==> config.mk <==
export PLATFORM = sky130hd
export DESIGN_NAME = ic3_div
export DESIGN_NICKNAME = d
export VERILOG_FILES = /design/src/design/ic3_pkg.sv /design/src/design/ic3_div.sv
export SDC_FILE = /design/constraint.sdc
export NUM_CORES = 1
export LEC_CHECK = 0
export ABC_CLOCK_PERIOD_IN_PS = 3000
export BUFFER_PORTS_ARGS = -buffer_cell sky130_fd_sc_hd__buf_4
export CAP_MARGIN = 5
export CELL_PAD_IN_SITES_DETAIL_PLACEMENT = 0
export CELL_PAD_IN_SITES_GLOBAL_PLACEMENT = 1
export CORE_MARGIN = 1.5
export CORE_UTILIZATION = 44
export CTS_CLUSTER_DIAMETER = 150
export DETAILED_ROUTE_END_ITERATION = 6
export HOLD_SLACK_MARGIN = 0.08
export PLACE_DENSITY_LB_ADDON = 0.12
export SYNTH_ARGS = -nofsm -noshare
export SYNTH_HDL_FRONTEND = slang
export SYNTH_SLANG_ARGS = --single-unit
export TNS_END_PERCENT = 5
==> constraint.sdc <==
create_clock -name clk -period 3 [get_ports clk]
set_input_delay 0.6 -clock clk [delete_from_list [all_inputs] [get_ports clk]]
set_output_delay 0.6 -clock clk [all_outputs]
set_load 0.02 [all_outputs]
==> src/design/ic3_pkg.sv <==
package ic3_pkg;

  localparam int COEFF_BITS = 8;
  localparam int TAPS       = 9;
  localparam int CENTRE_TAP = 4;
  localparam int ACC_W      = 20;
  localparam int DSUM_W     = 12;
  localparam int DIV_W      = 11;
  localparam int CFG_IDX_W  = 3;
  localparam int CFG_DATA_W = 48;

  localparam logic [CFG_IDX_W-1:0] REG_PIXEL_FORMAT = 3'd0;
  localparam logic [CFG_IDX_W-1:0] REG_FRAME_WIDTH  = 3'd1;
  localparam logic [CFG_IDX_W-1:0] REG_FRAME_HEIGHT = 3'd2;
  localparam logic [CFG_IDX_W-1:0] REG_COEFF_UPPER  = 3'd3;
  localparam logic [CFG_IDX_W-1:0] REG_COEFF_LOWER  = 3'd4;
  localparam logic [CFG_IDX_W-1:0] REG_SINGLE_TAP   = 3'd5;

  localparam logic ACTION_PIXEL = 1'b0;
  localparam logic ACTION_FLUSH = 1'b1;

  typedef struct packed {
    logic       action;
    logic [7:0] chan_a_in;
    logic [7:0] chan_b_in;
    logic [7:0] chan_c_in;
  } in_beat_t;

  typedef struct packed {
    logic [7:0] chan_a_out;
    logic [7:0] chan_b_out;
    logic [7:0] chan_c_out;
    logic       frame_end;
  } out_beat_t;

  typedef enum logic [4:0] {
    S_IDLE = 5'b00001,
    S_RD   = 5'b00010,
    S_MAC  = 5'b00100,
    S_DIV  = 5'b01000,
    S_OUT  = 5'b10000
  } state_t;

endpackage

==> src/design/ic3_div.sv <==
module ic3_div (
  input  logic                        clk,
  input  logic                        rst_n,
  input  logic                        start,
  input  logic [ic3_pkg::ACC_W-1:0]   dividend,
  input  logic [ic3_pkg::DIV_W-1:0]   divisor,
  output logic                        done,
  output logic [7:0]                  quot
);

  localparam int CNT_W = $clog2(ic3_pkg::ACC_W);

  logic [CNT_W-1:0]            cnt_r;
  logic                        run_r;
  logic                        done_r;
  logic [ic3_pkg::DIV_W-1:0]   rem_r;
  logic [ic3_pkg::DIV_W-1:0]   d_r;
  logic [ic3_pkg::ACC_W-1:0]   q_r;
  logic [ic3_pkg::DIV_W:0]     trial;
  logic                        fits;

  assign trial = {rem_r, q_r[ic3_pkg::ACC_W-1]};
  assign fits  = trial >= {1'b0, d_r};

  always_ff @(posedge clk) begin
    if (!rst_n) begin
      run_r  <= 1'b0;
      done_r <= 1'b0;
      cnt_r  <= '0;
    end else begin
      done_r <= run_r && (cnt_r == '0);
      if (start) begin
        run_r <= 1'b1;
        cnt_r <= CNT_W'(ic3_pkg::ACC_W - 1);
      end else if (run_r) begin
        cnt_r <= cnt_r - CNT_W'(1);
        if (cnt_r == '0) run_r <= 1'b0;
      end
    end
  end

  always_ff @(posedge clk) begin
    if (start) begin
      q_r   <= dividend;
      rem_r <= '0;
      d_r   <= divisor;
    end else if (run_r) begin
      rem_r <= fits ? ic3_pkg::DIV_W'(trial - {1'b0, d_r}) : trial[ic3_pkg::DIV_W-1:0];
      q_r   <= {q_r[ic3_pkg::ACC_W-2:0], fits};
    end
  end

  assign done = done_r;
  assign quot = (|q_r[ic3_pkg::ACC_W-1:8]) ? 8'hFF : q_r[7:0];

endmodule

==> results.toml <==
[placement]
io_buffer_count = 42
gp_congestion = 0.846
dp_cells = 354
dp_hpwl_um = 3560
dp_slack_ns = 0.450

[drt]
via_count = 1892
wirelength_um = 5110
drtPass1Iterations = 4
drcViolationCount = 0
drt-initial-drc-count = 91
routedWlPerCell_um = 14.1
ant_nets = 0
drt-vias-per-instance = 5.23

[cells_and_area]
drive_gt1_share_pct = 32.4
syn2layout_area_growth_pct = 18.1
nets = 333
final_cells = 362
diodes = 0
fillers = 529

[timing]
fin_tns_setup_ns = 0
fin_skew_ns = 0.00486
fin_crit_ns = 2.55
rsz0062_at_grt = "no"
setup_viol = 0
slew_viol_final = 0
min_period_over_period_pct = 84.9
setup_slack_ns = 0.453
worstMarginPinSlew_ns = 0.548
slew_headroom_pct = 63.4
max_freq_ghz = 0.393
finalHoldViolations = 0

[clocking]
postCtsSetupBuffers = 0
cts_tree = "done"
clock_latency_ns = 0.30
clock-root-buffer = "clkbuf_8"
htreeDepth = 2
cts_sinks = 49
hold_buffers = 0
clk_path_buf_depth = 2
clkSlewWorstSetupHoldPaths_ns = 0.09
cts_resized = 0
cts_buffers = 5

[logic_synthesis]
synth_seq_area_share_pct = 47.9
ys_seq_elements = 49
syn-cell-area_um2 = 2690
ys_top_cells_by_count = "edfxtp_1, mux2_2, inv_1, dfxtp_1, nor2_1"
syn_nets = 288
synth.top_cell.area_share_pct = 34.6
synth.avg_cell_area_um2 = 11.2
synth-main-ff-cell = "edfxtp_1"
syn_inst = 241
synth_warnings = 0
synth_enable_flop_cells = 31
synth.distinct_cells = 52
yosysMostFrequentCell = "edfxtp_1"
synth_top_area_cell = "edfxtp_1"
netlist_top_cells_area = "edfxtp_1, dfxtp_1, mux2_2"
async_reset_ff_share_pct = 0

[die]
start_util_pct = 45.5
num_io_pins = 43
dieArea_um2 = 6600
core_um2 = 5920
row_count = 28
die_width_um = 81.2
die_h_um = 81.2

[pwr]
p_clk_share_pct = 31.0
leakagePower_nw = 1.28
power.share.combinational_pct = 17.1
sw_frac_of_total_pct = 25.3
power_density_nw_per_um2 = 491
seqPwrFrac_pct = 51.9
p_sw_mw = 0.395
peakVddDrop_uv = 243
p_int_mw = 1.17

[global_routing]
overflow = 0
grt.total_usage_pct = 16.6
grt_max_degree = 37
grt_pass1_vias = 1784
antenna_found_initial = 0
grt_pass1_wl_um = 8240

[setup_path]
crit_path_end_kind = "flip-flop"
cp-start-kind = "flip-flop"
crit_type = "flip-flop to flip-flop"
required_ns = 3.23
arrival_ns = 2.78
cp_max_fo = 11

[run_status]
status = "complete, no violations"

[worst_hold_path]
hold_class = "input port to flip-flop"

[flow_run]
drv_cap = 0
## critical path: stages, from the launching register on
cell and delay, ns:
edfxtp_1 0.36, inv_1 0.06, ha_1 0.21, fa_1 0.40, and2b_4 0.27, o31a_4 0.14, o21ai_2 0.09, a21boi_4 0.41
mux2_4 0.34, a211oi_2 0.20
## layout make-up
type,count,area (um2),area share (%)
inverters,20,75.1,2.36
clock buffers,6,72.6,2.28
clock inverters,2,38.8,1.22
flip-flops and latches,49,1290,40.6
well taps,75,93.8,2.95
multi-input cells,163,1260,39.5
repair buffers,47,353,11.1
## power groups by stage
| stage | Sequential [mW] | Combinational (mW) | Clock (mW) |
|---|---|---|---|
| 2_1_floorplan | 0.815 | 0.199 | 0 |
| 4_1_cts | 0.812 | 0.270 | 0.496 |
| 3_3_place_gp | 0.826 | 0.267 | 0 |
| 5_1_grt | 0.820 | 0.297 | 0.524 |
| 6_report | 0.811 | 0.267 | 0.484 |
| 3_5_place_dp | 0.828 | 0.267 | 0 |
## cells by family after synthesis
| kind of cell | after synthesis | synth area share [%] |
|---|---|---|
| AOI/OAI and AO/OA | 45 | 12.4 |
| and+or+nand+nor | 68 | 13.5 |
| DFF | 49 | 47.9 |
| xor gates and xnor gates | 11 | 3.58 |
| adders and majority gates | 13 | 6.32 |
| muxes | 26 | 10.8 |
| buffers and inverters | 29 | 5.43 |
## final timing paths
kind               to  slack, ns  cells after the start       start
min            d_r[4]       0.47                      1  divisor[4]
min reg2reg  rem_r[4]       0.49                      2    rem_r[4]
max          rem_r[0]       0.45                      9     q_r[19]
max reg2reg  rem_r[0]       0.45                      9     q_r[19]
## state kept, by name (all words and copies together), names as in the netlist
| signal | flops |
|---|---|
| run_r | 1 |
| rem_r | 11 |
| q_r | 20 |
| cnt_r | 5 |
| done | 1 |
| d_r | 11 |
## per-stage QoR
stage	cell area (um2)	utilization (%)	hold slack, ns	total power, mW
finish	3180	53.7	0.466	1.56
global route	3180	53.7	0.444	1.64
CTS	3180	53.7	0.457	1.58
detailed placement	3070	51.8	0.475	1.09
global placement	3070	51.8	0.476	1.09
floorplan	2690	-	0.446	1.01
## cells in the final DEF, fill, tap and decap left out, types with 3 or more instances in the layout
master,count
o21ai_0,4
clkbuf_8,5
inv_1,20
o21a_1,4
dfxtp_1,18
or2_2,8
ha_1,12
nor3_1,4
buf_4,47
mux2_2,21
nand3_1,4
nor4_1,5
a21oi_1,10
nand2b_1,4
mux2i_1,4
xnor2_1,7
xor2_1,4
edfxtp_1,31
o31ai_1,3
nor2_1,16
nand2_1,13
## metal layers
metal | global-route usage (%) | share of wire, % | routed length, um | up-vias
met1 | 21.7 | 49 | 2500 | 898
met3 | 3.71 | 2.7 | 138 | 4
met4 | 6.03 | 0.82 | 42 | 0
met5 | 0 | 0 | 0 | -
met2 | 26.8 | 48 | 2430 | 32
li1 | - | - | - | 958
Power figures use the tool's default switching activity.
